## config.mk

```make
export PLATFORM = sky130hd
export DESIGN_NAME = imu_serial_frame_decoder_top_flat
export DESIGN_NICKNAME = d
export VERILOG_FILES = /design/src/design/imusfd_pkg.sv /design/src/design/imusfd_byte_if.sv /design/src/design/imusfd_sample_if.sv /design/src/design/imusfd_axis_conv.sv /design/src/design/imu_serial_frame_decoder_top.sv /design/src/flat_wrapper.sv
export SDC_FILE = /design/constraint.sdc
export NUM_CORES = 2
export LEC_CHECK = 0
export BUFFER_PORTS_ARGS = -buffer_cell sky130_fd_sc_hd__buf_2
export CORE_UTILIZATION = 61
export DETAILED_ROUTE_END_ITERATION = 6
export HOLD_SLACK_MARGIN = 0.02
export PLACE_DENSITY = 0.82
export SLEW_MARGIN = 20
export SYNTH_ARGS = -nofsm -noshare
export SYNTH_HDL_FRONTEND = slang
export SYNTH_SLANG_ARGS = --single-unit
```

## constraint.sdc

```tcl
create_clock -name clk -period 10.63 [get_ports clk]
set_input_delay 1.5945 -clock clk [delete_from_list [all_inputs] [get_ports clk]]
set_output_delay 1.5945 -clock clk [all_outputs]
set_load 0.03 [all_outputs]
```

## src/design/imusfd_pkg.sv

```systemverilog
// ----------------------------------------------------------------------------
// IMU frame decoder package
// Shared constants, scale types and the scale selection function.
// ----------------------------------------------------------------------------
package imusfd_pkg;

  // Frame bytes.
  localparam logic [7:0] HDR_BYTE = 8'h55;
  localparam logic [7:0] TYPE_ACC = 8'h51;
  localparam logic [7:0] TYPE_GYR = 8'h52;
  localparam logic [7:0] TYPE_EUL = 8'h53;

  // Frame position counter values.
  localparam logic [3:0] POS_HUNT  = 4'd0;
  localparam logic [3:0] POS_TYPE  = 4'd1;
  localparam logic [3:0] POS_CHECK = 4'd10;

  // Result kinds.
  localparam logic [1:0] KIND_ACC = 2'd0;
  localparam logic [1:0] KIND_GYR = 2'd1;
  localparam logic [1:0] KIND_EUL = 2'd2;

  // Every linear value is floor((|r| * mul + ofs) / 2^25), which covers the
  // acceleration scale (division by 625, rounded), the angular rate scale and
  // the exact degree scale with one multiply-add.
  localparam int VAL_SHIFT = 25;
  localparam int MUL_W     = 34;
  localparam int OFS_W     = 25;
  localparam int PROD_W    = 49;
  localparam int MAG_W     = 24;

  localparam logic [MUL_W-1:0] MUL_ACC = 34'd10529810259;
  localparam logic [OFS_W-1:0] OFS_ACC = 25'd16750373;
  localparam logic [MUL_W-1:0] MUL_GYR = 34'd2342541312;
  localparam logic [OFS_W-1:0] OFS_GYR = 25'd16777216;
  localparam logic [MUL_W-1:0] MUL_EUL = 34'd12079595520;
  localparam logic [OFS_W-1:0] OFS_EUL = 25'd0;

  // Radians: floor((|r| * 411775 + 2^15) / 2^16).
  localparam int RAD_SHIFT = 16;
  localparam int RAD_PROD_W = 34;
  localparam int RAD_MAG_W  = 18;
  localparam logic [18:0] RAD_MUL = 19'd411775;
  localparam logic [15:0] RAD_OFS = 16'd32768;

  typedef struct packed {
    logic [MUL_W-1:0] mul;
    logic [OFS_W-1:0] ofs;
  } scale_t;

  function automatic scale_t scale_for(input logic [7:0] type_code);
    scale_t s;
    case (type_code)
      TYPE_ACC: s = '{mul: MUL_ACC, ofs: OFS_ACC};
      TYPE_GYR: s = '{mul: MUL_GYR, ofs: OFS_GYR};
      TYPE_EUL: s = '{mul: MUL_EUL, ofs: OFS_EUL};
      default:  s = '{mul: '0, ofs: '0};
    endcase
    return s;
  endfunction

endpackage

```

## src/design/imusfd_byte_if.sv

```systemverilog
// ----------------------------------------------------------------------------
// IMU frame decoder byte channel
// Valid/ready channel that carries one received serial byte.
// ----------------------------------------------------------------------------
interface imusfd_byte_if;
  logic       valid;
  logic       ready;
  logic [7:0] rx_byte;

  modport source (output valid, output rx_byte, input ready);
  modport sink (input valid, input rx_byte, output ready);
endinterface

```

## src/design/imusfd_sample_if.sv

```systemverilog
// ----------------------------------------------------------------------------
// IMU frame decoder sample channel
// Valid/ready channel that carries one decoded sensor sample.
// ----------------------------------------------------------------------------
interface imusfd_sample_if;
  logic               valid;
  logic               ready;
  logic [1:0]         kind;
  logic signed [24:0] x_value;
  logic signed [24:0] y_value;
  logic signed [24:0] z_value;
  logic signed [18:0] roll_radians;
  logic signed [18:0] pitch_radians;
  logic signed [18:0] yaw_radians;
  logic [31:0]        sequence_res;

  modport source (output valid, output kind, output x_value, output y_value,
                  output z_value, output roll_radians, output pitch_radians,
                  output yaw_radians, output sequence_res, input ready);
  modport sink (input valid, input kind, input x_value, input y_value,
                input z_value, input roll_radians, input pitch_radians,
                input yaw_radians, input sequence_res, output ready);
endinterface

```

## src/design/imusfd_axis_conv.sv

```systemverilog
// ----------------------------------------------------------------------------
// IMU frame decoder axis converter
// Scales one raw signed 16-bit word into its Q8.16 value and Q2.16 radians.
// ----------------------------------------------------------------------------
module imusfd_axis_conv (
  input  logic                   clk,
  input  logic signed [15:0]     word,
  input  imusfd_pkg::scale_t     scale,
  output logic signed [24:0]     value,
  output logic signed [18:0]     radians
);

  logic [15:0]                          mag;
  logic                                 neg;
  logic [imusfd_pkg::PROD_W-1:0]        prod;
  logic [imusfd_pkg::RAD_PROD_W-1:0]    rad_prod;
  logic [24:0]                          val_mag;
  logic [18:0]                          rad_mag;

  // Magnitude of the word; the most negative word maps to 32768 unsigned.
  always_comb begin
    mag = word[15] ? (~word + 16'd1) : word;
  end

  // Multiply-add stage, rounding offset included.
  always_ff @(posedge clk) begin
    neg      <= word[15];
    prod     <= imusfd_pkg::PROD_W'(mag) * imusfd_pkg::PROD_W'(scale.mul)
              + imusfd_pkg::PROD_W'(scale.ofs);
    rad_prod <= imusfd_pkg::RAD_PROD_W'(mag) * imusfd_pkg::RAD_PROD_W'(imusfd_pkg::RAD_MUL)
              + imusfd_pkg::RAD_PROD_W'(imusfd_pkg::RAD_OFS);
  end

  // Drop the fraction and restore the sign.
  always_comb begin
    val_mag = {1'b0, prod[imusfd_pkg::VAL_SHIFT +: imusfd_pkg::MAG_W]};
    rad_mag = {1'b0, rad_prod[imusfd_pkg::RAD_SHIFT +: imusfd_pkg::RAD_MAG_W]};
    value   = neg ? $signed(~val_mag + 25'd1) : $signed(val_mag);
    radians = neg ? $signed(~rad_mag + 19'd1) : $signed(rad_mag);
  end

endmodule

```

## src/design/imu_serial_frame_decoder_top.sv

```systemverilog
// ----------------------------------------------------------------------------
// IMU serial frame decoder
// Parses 11-byte inertial sensor frames into scaled fixed-point samples.
// ----------------------------------------------------------------------------
// Usage:
// The byte_in channel takes one received serial byte per transaction. The
// decoder hunts for the header byte 0x55, then collects a type byte, three
// little-endian signed words, two further bytes and a checksum byte. The
// checksum is kept as a running 8-bit sum, so no frame is buffered whole.
// When the checksum matches and the type is acceleration, angular rate or
// Euler angles, one sample transaction is offered on sample_out; frames with
// a bad checksum or an unknown type are dropped without a trace.
// Throughput is one byte per cycle. The sample appears in the cycle after the
// checksum byte is accepted. Each axis word is scaled by a registered
// multiply-add fed from the stored words; the checksum byte arrives at least
// three transactions after the last axis word byte, so the products are
// always settled when the sample is formed.
// The result sits in an output register. While it waits, bytes keep being
// accepted; only the checksum byte of the next frame is held back (ready
// low) until the previous sample has been taken.
// Reset clears the frame position, the sample count and the output valid.
// The first sample reports a sequence count of one; the count wraps at 2^32.
// ----------------------------------------------------------------------------
module imu_serial_frame_decoder_top (
  input  logic             clk,
  input  logic             rst,
  imusfd_byte_if.sink      byte_in,
  imusfd_sample_if.source  sample_out
);

  // Frame tracking state.
  logic [3:0]  pos;
  logic [7:0]  sum;
  logic [7:0]  type_byte;
  logic [15:0] x_word;
  logic [15:0] y_word;
  logic [15:0] z_word;

  // Output register.
  logic               out_valid;
  logic [1:0]         kind;
  logic signed [24:0] x_value;
  logic signed [24:0] y_value;
  logic signed [24:0] z_value;
  logic signed [18:0] roll_radians;
  logic signed [18:0] pitch_radians;
  logic signed [18:0] yaw_radians;
  logic [31:0]        sample_count;
  logic [31:0]        sample_count_next;

  logic               byte_take;
  logic               emit;
  logic               known;
  logic [1:0]         kind_next;
  logic [7:0]         rx;
  imusfd_pkg::scale_t scale;

  logic signed [24:0] x_conv;
  logic signed [24:0] y_conv;
  logic signed [24:0] z_conv;
  logic signed [18:0] x_rad;
  logic signed [18:0] y_rad;
  logic signed [18:0] z_rad;

  assign rx = byte_in.rx_byte;

  // Only the checksum byte can create a sample, so only it waits for room.
  assign byte_in.ready = (pos != imusfd_pkg::POS_CHECK) || !out_valid || sample_out.ready;
  assign byte_take     = byte_in.valid && byte_in.ready;

  // Decode the stored type byte into a result kind.
  always_comb begin
    known     = 1'b1;
    kind_next = imusfd_pkg::KIND_ACC;
    unique case (type_byte)
      imusfd_pkg::TYPE_ACC: kind_next = imusfd_pkg::KIND_ACC;
      imusfd_pkg::TYPE_GYR: kind_next = imusfd_pkg::KIND_GYR;
      imusfd_pkg::TYPE_EUL: kind_next = imusfd_pkg::KIND_EUL;
      default:              known     = 1'b0;
    endcase
  end

  assign scale = imusfd_pkg::scale_for(type_byte);

  assign emit = byte_take && (pos == imusfd_pkg::POS_CHECK) && (sum == rx) && known;
  assign sample_count_next = sample_count + 32'd1;

  // Per-axis scaling units.
  imusfd_axis_conv u_conv_x (
    .clk     (clk),
    .word    ($signed(x_word)),
    .scale   (scale),
    .value   (x_conv),
    .radians (x_rad)
  );

  imusfd_axis_conv u_conv_y (
    .clk     (clk),
    .word    ($signed(y_word)),
    .scale   (scale),
    .value   (y_conv),
    .radians (y_rad)
  );

  imusfd_axis_conv u_conv_z (
    .clk     (clk),
    .word    ($signed(z_word)),
    .scale   (scale),
    .value   (z_conv),
    .radians (z_rad)
  );

  // Control state: frame position, running checksum, count and output valid.
  always_ff @(posedge clk) begin
    if (rst) begin
      pos          <= imusfd_pkg::POS_HUNT;
      sum          <= 8'd0;
      sample_count <= 32'd0;
      out_valid    <= 1'b0;
    end else begin
      if (byte_take) begin
        case (pos) inside
          [4'd1:4'd9]: begin
            sum <= sum + rx;
            pos <= pos + 4'd1;
          end
          imusfd_pkg::POS_CHECK: begin
            pos <= imusfd_pkg::POS_HUNT;
          end
          default: begin
            // Hunting, or an out-of-range position treated as hunting.
            if (rx == imusfd_pkg::HDR_BYTE) begin
              pos <= imusfd_pkg::POS_TYPE;
              sum <= imusfd_pkg::HDR_BYTE;
            end else begin
              pos <= imusfd_pkg::POS_HUNT;
            end
          end
        endcase
      end
      if (emit) begin
        out_valid    <= 1'b1;
        sample_count <= sample_count_next;
      end else if (sample_out.ready) begin
        out_valid <= 1'b0;
      end
    end
  end

  // Frame contents and output payload.
  always_ff @(posedge clk) begin
    if (byte_take) begin
      case (pos)
        imusfd_pkg::POS_TYPE: type_byte   <= rx;
        4'd2:                 x_word[7:0]  <= rx;
        4'd3:                 x_word[15:8] <= rx;
        4'd4:                 y_word[7:0]  <= rx;
        4'd5:                 y_word[15:8] <= rx;
        4'd6:                 z_word[7:0]  <= rx;
        4'd7:                 z_word[15:8] <= rx;
        default: ;
      endcase
    end
    if (emit) begin
      kind    <= kind_next;
      x_value <= x_conv;
      y_value <= y_conv;
      z_value <= z_conv;
      if (kind_next == imusfd_pkg::KIND_EUL) begin
        roll_radians  <= x_rad;
        pitch_radians <= y_rad;
        yaw_radians   <= z_rad;
      end else begin
        roll_radians  <= '0;
        pitch_radians <= '0;
        yaw_radians   <= '0;
      end
    end
  end

  assign sample_out.valid         = out_valid;
  assign sample_out.kind          = kind;
  assign sample_out.x_value       = x_value;
  assign sample_out.y_value       = y_value;
  assign sample_out.z_value       = z_value;
  assign sample_out.roll_radians  = roll_radians;
  assign sample_out.pitch_radians = pitch_radians;
  assign sample_out.yaw_radians   = yaw_radians;
  assign sample_out.sequence_res  = sample_count;

endmodule

```

## src/flat_wrapper.sv

```systemverilog
// flat-port wrapper written by rule: the top's interface ports become plain ports
module imu_serial_frame_decoder_top_flat 
  (clk, rst, byte_in_valid, byte_in_rx_byte, byte_in_ready, sample_out_valid, sample_out_kind, sample_out_x_value, sample_out_y_value, sample_out_z_value, sample_out_roll_radians, sample_out_pitch_radians, sample_out_yaw_radians, sample_out_sequence_res, sample_out_ready);
  imusfd_byte_if byte_in_i ();
  imusfd_sample_if sample_out_i ();
  input  logic clk;
  input  logic rst;
  input wire logic [$bits(byte_in_i.valid)-1:0] byte_in_valid;
  input wire logic [$bits(byte_in_i.rx_byte)-1:0] byte_in_rx_byte;
  output wire logic [$bits(byte_in_i.ready)-1:0] byte_in_ready;
  output wire logic [$bits(sample_out_i.valid)-1:0] sample_out_valid;
  output wire logic [$bits(sample_out_i.kind)-1:0] sample_out_kind;
  output wire logic [$bits(sample_out_i.x_value)-1:0] sample_out_x_value;
  output wire logic [$bits(sample_out_i.y_value)-1:0] sample_out_y_value;
  output wire logic [$bits(sample_out_i.z_value)-1:0] sample_out_z_value;
  output wire logic [$bits(sample_out_i.roll_radians)-1:0] sample_out_roll_radians;
  output wire logic [$bits(sample_out_i.pitch_radians)-1:0] sample_out_pitch_radians;
  output wire logic [$bits(sample_out_i.yaw_radians)-1:0] sample_out_yaw_radians;
  output wire logic [$bits(sample_out_i.sequence_res)-1:0] sample_out_sequence_res;
  input wire logic [$bits(sample_out_i.ready)-1:0] sample_out_ready;
  assign byte_in_i.valid = byte_in_valid;
  assign byte_in_i.rx_byte = byte_in_rx_byte;
  assign byte_in_ready = byte_in_i.ready;
  assign sample_out_valid = sample_out_i.valid;
  assign sample_out_kind = sample_out_i.kind;
  assign sample_out_x_value = sample_out_i.x_value;
  assign sample_out_y_value = sample_out_i.y_value;
  assign sample_out_z_value = sample_out_i.z_value;
  assign sample_out_roll_radians = sample_out_i.roll_radians;
  assign sample_out_pitch_radians = sample_out_i.pitch_radians;
  assign sample_out_yaw_radians = sample_out_i.yaw_radians;
  assign sample_out_sequence_res = sample_out_i.sequence_res;
  assign sample_out_i.ready = sample_out_ready;
  imu_serial_frame_decoder_top u_core (.clk(clk), .rst(rst), .byte_in(byte_in_i), .sample_out(sample_out_i));
endmodule
```

==> run_summary.xml <==
<?xml version="1.0" encoding="UTF-8"?>
<metrics>
  <group name="die">
    <metric name="die_x" unit="um">321.4</metric>
    <metric name="boundaryPins" unit="">180</metric>
    <metric name="floorplan.initialDensity" unit="">0.6188</metric>
    <metric name="number_of_placement_rows" unit="">116</metric>
    <metric name="die_height" unit="um">321.4</metric>
    <metric name="die_area" unit="mm^2">0.1033</metric>
    <metric name="coreArea" unit="mm^2">0.1006</metric>
  </group>
  <group name="sta">
    <metric name="finalSetupViolCount" unit="">0</metric>
    <metric name="finalWorstSetupSlack" unit="ns">0.9802</metric>
    <metric name="slew_at_the_pin_with_the_worst_max_slew_slack" unit="ns">1.100</metric>
    <metric name="timing_hold_violations_final" unit="">0</metric>
    <metric name="slew-limit-headroom" unit="">0.2562</metric>
    <metric name="post-route-period-util" unit="">0.9078</metric>
    <metric name="timing.fmax" unit="MHz">103.6</metric>
    <metric name="total_neg_setup_slack" unit="ns">0</metric>
    <metric name="clock_skew" unit="ns">0.02321</metric>
    <metric name="finalWorstPathRequiredPeriod" unit="ns">9.650</metric>
    <metric name="maxSlewViolCount" unit="">0</metric>
    <metric name="rsz0062_at_grt" unit="">false</metric>
  </group>
  <group name="critical_path">
    <metric name="cp.arrival" unit="ns">10.18</metric>
    <metric name="critical_path.slowest_cell" unit="">xor2_1</metric>
    <metric name="reg2reg_depth" unit="">31</metric>
    <metric name="critPathCapture" unit="">u_core.u_conv_z.prod[47]</metric>
    <metric name="path_depth" unit="">31</metric>
    <metric name="worst_setup_startpoint" unit="">u_core.z_word[0]</metric>
    <metric name="element_type_at_the_critical_path_end" unit="">register</metric>
    <metric name="critical-path-max-stage-delay" unit="ns">0.74</metric>
    <metric name="worstReg2RegStart" unit="">u_core.z_word[0]</metric>
    <metric name="worstPathRequired" unit="ns">11.16</metric>
    <metric name="worst_r2r_endpoint" unit="">u_core.u_conv_z.prod[47]</metric>
    <metric name="buffer_and_inverter_count_on_the_worst_path" unit="">6</metric>
    <metric name="critical_path.top_delay_family" unit="">adder cells</metric>
    <metric name="worst-path-max-fanout" unit="">11</metric>
    <metric name="critPathLaunchType" unit="">register</metric>
    <metric name="r2r_slack" unit="ns">0.98</metric>
    <metric name="path_class" unit="">reg -&gt; reg</metric>
  </group>
  <group name="clocking">
    <metric name="cts_clock_pin_slew_for_the_worst_setup_and_hold_paths" unit="ns">0.06</metric>
    <metric name="cts-root-to-sink-buffers" unit="">3</metric>
    <metric name="clock_latency" unit="ns">0.61</metric>
    <metric name="cts.sink_count" unit="">364</metric>
    <metric name="post_cts.repair.setup_buffers" unit="">0</metric>
    <metric name="number_of_buffers_created_by_cts" unit="">40</metric>
    <metric name="postCtsResizedCells" unit="">0</metric>
    <metric name="holdBufCountCts" unit="">0</metric>
    <metric name="cts_root_buf" unit="">clkbuf_16</metric>
    <metric name="cts-htree-levels" unit="">2</metric>
    <metric name="tritoncts_clock_tree" unit="">done</metric>
  </group>
  <group name="power">
    <metric name="p_comb_frac" unit="">0.009</metric>
    <metric name="cellPowerDensity" unit="mW/mm^2">44.27</metric>
    <metric name="p_total" unit="mW">2.936</metric>
    <metric name="seq_power_share" unit="">0.500</metric>
    <metric name="clock_power_share" unit="">0.491</metric>
    <metric name="sw_frac_of_total" unit="">0.2218</metric>
    <metric name="ir_drop" unit="mV">0.08865</metric>
    <metric name="power.static_leakage" unit="nW">37.02</metric>
    <metric name="internal_power" unit="mW">2.285</metric>
    <metric name="power.switching" unit="mW">0.6511</metric>
  </group>
  <group name="detailed_routing">
    <metric name="antenna_left" unit="">0</metric>
    <metric name="routed-via-count" unit="">42910</metric>
    <metric name="drt-total-wl" unit="mm">148.0</metric>
    <metric name="detailed_router_s_first_iteration_violation_count" unit="">2555</metric>
    <metric name="post_drt_wl_per_cell" unit="um">19.06</metric>
    <metric name="dr.pass1.iters" unit="">5</metric>
    <metric name="viasPerCell" unit="">5.527</metric>
    <metric name="total_drc_errors_in_the_routed_layout" unit="">0</metric>
  </group>
  <group name="layout">
    <metric name="final_layout_size_suffix_gt1_frac" unit="">0.05214</metric>
    <metric name="n_fill_cell" unit="">7737</metric>
    <metric name="seqCellArea" unit="mm^2">0.009189</metric>
    <metric name="syn2layout_area_growth" unit="%">6.544</metric>
    <metric name="nets" unit="">8578</metric>
    <metric name="multi_input_area" unit="mm^2">0.04679</metric>
  </group>
  <group name="synth">
    <metric name="synth_area" unit="mm^2">0.06224</metric>
    <metric name="synth.avg_cell_area" unit="um^2">10.08</metric>
    <metric name="yosys_warnings" unit="">0</metric>
    <metric name="async_reset_ff_frac" unit="">0</metric>
    <metric name="postSynthRegisterBits" unit="">364</metric>
    <metric name="syn_inst" unit="">6175</metric>
    <metric name="netlist-cell-type-count" unit="">87</metric>
    <metric name="synth-edff-count" unit="">190</metric>
    <metric name="synthFlopType" unit="">edfxtp_1</metric>
    <metric name="share_of_the_yosys_chip_area_belonging_to_registers" unit="">0.1476</metric>
  </group>
  <group name="place">
    <metric name="placement_setup_slack" unit="ns">1.192</metric>
    <metric name="routabilityCongestion" unit="">0.9953</metric>
    <metric name="hpwlAfterDp" unit="mm">128.8</metric>
    <metric name="port-buffer-count" unit="">179</metric>
  </group>
  <group name="run">
    <metric name="max_cap_viol_count" unit="">0</metric>
  </group>
  <group name="global_route">
    <metric name="grt_util_all_layers" unit="">0.2966</metric>
    <metric name="grt.overflow.total" unit="">0</metric>
    <metric name="grt_antenna_before_repair" unit="">4</metric>
    <metric name="largest_net_degree_at_the_start_of_global_routing" unit="">56</metric>
    <metric name="first_global_vias" unit="">46300</metric>
    <metric name="global_route_wire_length_before_repair" unit="mm">240.0</metric>
  </group>
  <group name="worst_hold_path">
    <metric name="hold_path.class" unit="">reg -&gt; reg</metric>
    <metric name="hold_depth" unit="">2</metric>
    <metric name="worst_hold_startpoint" unit="">u_core.sample_out.sequence_res[31]</metric>
  </group>
  <group name="outcome">
    <metric name="run_status" unit="">finished clean</metric>
  </group>
</metrics>
-- routing by layer --
| layer | vias to the layer above | global-route usage | wire length, um |
|---|---|---|---|
| li1 | 20010 | - | - |
| met1 | 21300 | 0.3803 | 60820 |
| met2 | 1290 | 0.5055 | 71710 |
| met3 | 309 | 0.04282 | 9209 |
| met4 | 4 | 0.1164 | 6196 |
| met5 | - | 0 | 24 |
-- stage by stage --
stage	util	hold slack, ns	instances	cell area [um^2]
finish	0.6593	0.4841	7764	66310
global route	0.6593	0.5012	7763	66310
floorplan	-	0.4247	6177	62250
global placement	0.6456	0.4579	7689	64930
CTS	0.6591	0.4860	7763	66290
detailed placement	0.6456	0.4614	7689	64940
-- power by group through the flow --
stage / logic, mW / clock network [mW] / registers (mW)
2_1_floorplan: 0.0121 / 0 / 1.50
3_3_place_gp: 0.0251 / 0 / 1.50
3_5_place_dp: 0.0255 / 0 / 1.50
4_1_cts: 0.0257 / 1.47 / 1.47
5_1_grt: 0.0281 / 1.52 / 1.47
6_report: 0.0262 / 1.44 / 1.47
-- registers in the layout, indices dropped and copies added, names as in the netlist, 2 cells and up --
register,flops
u_core.sample_out.sequence_res,32
u_core.sample_out.x_value,25
u_core.sample_out.y_value,25
u_core.sample_out.z_value,25
u_core.u_conv_x.prod,24
u_core.u_conv_y.prod,24
u_core.u_conv_z.prod,24
u_core.sample_out.pitch_radians,19
u_core.sample_out.roll_radians,19
u_core.sample_out.yaw_radians,19
u_core.u_conv_x.rad_prod,18
u_core.u_conv_y.rad_prod,18
u_core.u_conv_z.rad_prod,18
u_core.x_word,16
u_core.y_word,16
u_core.z_word,16
u_core.sum,8
u_core.type_byte,8
u_core.pos,4
u_core.sample_out.kind,2
-- cell families (layout without fill, tap and decap cells) --
group	after synthesis	count (layout)	synth area share
compound gates	646	646	0.06885
simple gates	949	949	0.07149
fa+ha+maj	2192	2192	0.5621
flops	364	364	0.1476
xor+xnor	330	330	0.04644
other cells	1	4	0.00006025
buf+inv	1681	1910	0.1014
mux	12	12	0.001990
-- worst min-delay path: cells and delay by family (launching register included) --
kind / cells / cell delay [ns]
AO/OA/AOI/OAI: 2 / 0.13
flip-flops: 1 / 0.31
-- worst min path at each step --
stage                                              end  slack [ns]
finish              u_core.sample_out.sequence_res[31]        0.48
global route              u_core.sample_out.z_value[0]        0.50
CTS                 u_core.sample_out.sequence_res[31]        0.49
detailed placement        u_core.sample_out.z_value[0]        0.46
global placement          u_core.sample_out.z_value[0]        0.46
floorplan                          u_core.u_conv_x.neg        0.42
-- layout make-up --
class                           count  area share
Antenna cell                        1  0.00003774
Clock buffer                       55     0.01708
Clock inverter                     19    0.003396
Inverter                         1615     0.09142
Multi-Input combinational cell   4132      0.7056
Sequential cell                   364      0.1386
Tap cell                         1357     0.02560
Timing Repair Buffer              221     0.01826
-- cells in the final DEF (no fill, tap or decap), drive strengths merged, types with 28 or more instances in the layout --
master / Yosys / layout
a21o: 107 / 107
a21oi: 179 / 179
and3: 31 / 31
buf: 2 / 221
clkbuf: 64 / 55
dfxtp: 174 / 174
edfxtp: 190 / 190
fa: 1007 / 1007
ha: 1185 / 1185
inv: 1614 / 1617
nand2: 307 / 307
nand3: 46 / 46
nand4: 39 / 39
nor2: 306 / 306
nor2b: 36 / 36
nor3: 30 / 30
o21ai: 125 / 125
o31ai: 37 / 37
or3: 28 / 28
or4: 29 / 29
xnor2: 185 / 185
xor2: 145 / 145
-- synthesized netlist by cell type, types with 27 or more instances --
| cell type | count | area share |
|---|---|---|
| or3_1 | 28 | 0.0028 |
| a21o_1 | 107 | 0.013 |
| nor3_1 | 30 | 0.0024 |
| ha_1 | 1185 | 0.24 |
| nor2_1 | 305 | 0.018 |
| or4_1 | 27 | 0.0033 |
| nor2b_1 | 36 | 0.0036 |
| xor2_1 | 145 | 0.020 |
| and3_1 | 31 | 0.0031 |
| nand4_1 | 38 | 0.0038 |
| fa_1 | 1007 | 0.32 |
| o21ai_0 | 117 | 0.0094 |
| xnor2_1 | 185 | 0.026 |
| clkbuf_1 | 64 | 0.0039 |
| dfxtp_1 | 174 | 0.056 |
| a21oi_1 | 179 | 0.014 |
| o31ai_1 | 35 | 0.0042 |
| inv_1 | 1611 | 0.097 |
| nand3_1 | 46 | 0.0037 |
| nand2_1 | 307 | 0.019 |
| edfxtp_1 | 190 | 0.092 |
(Power assumes the default switching activity.)
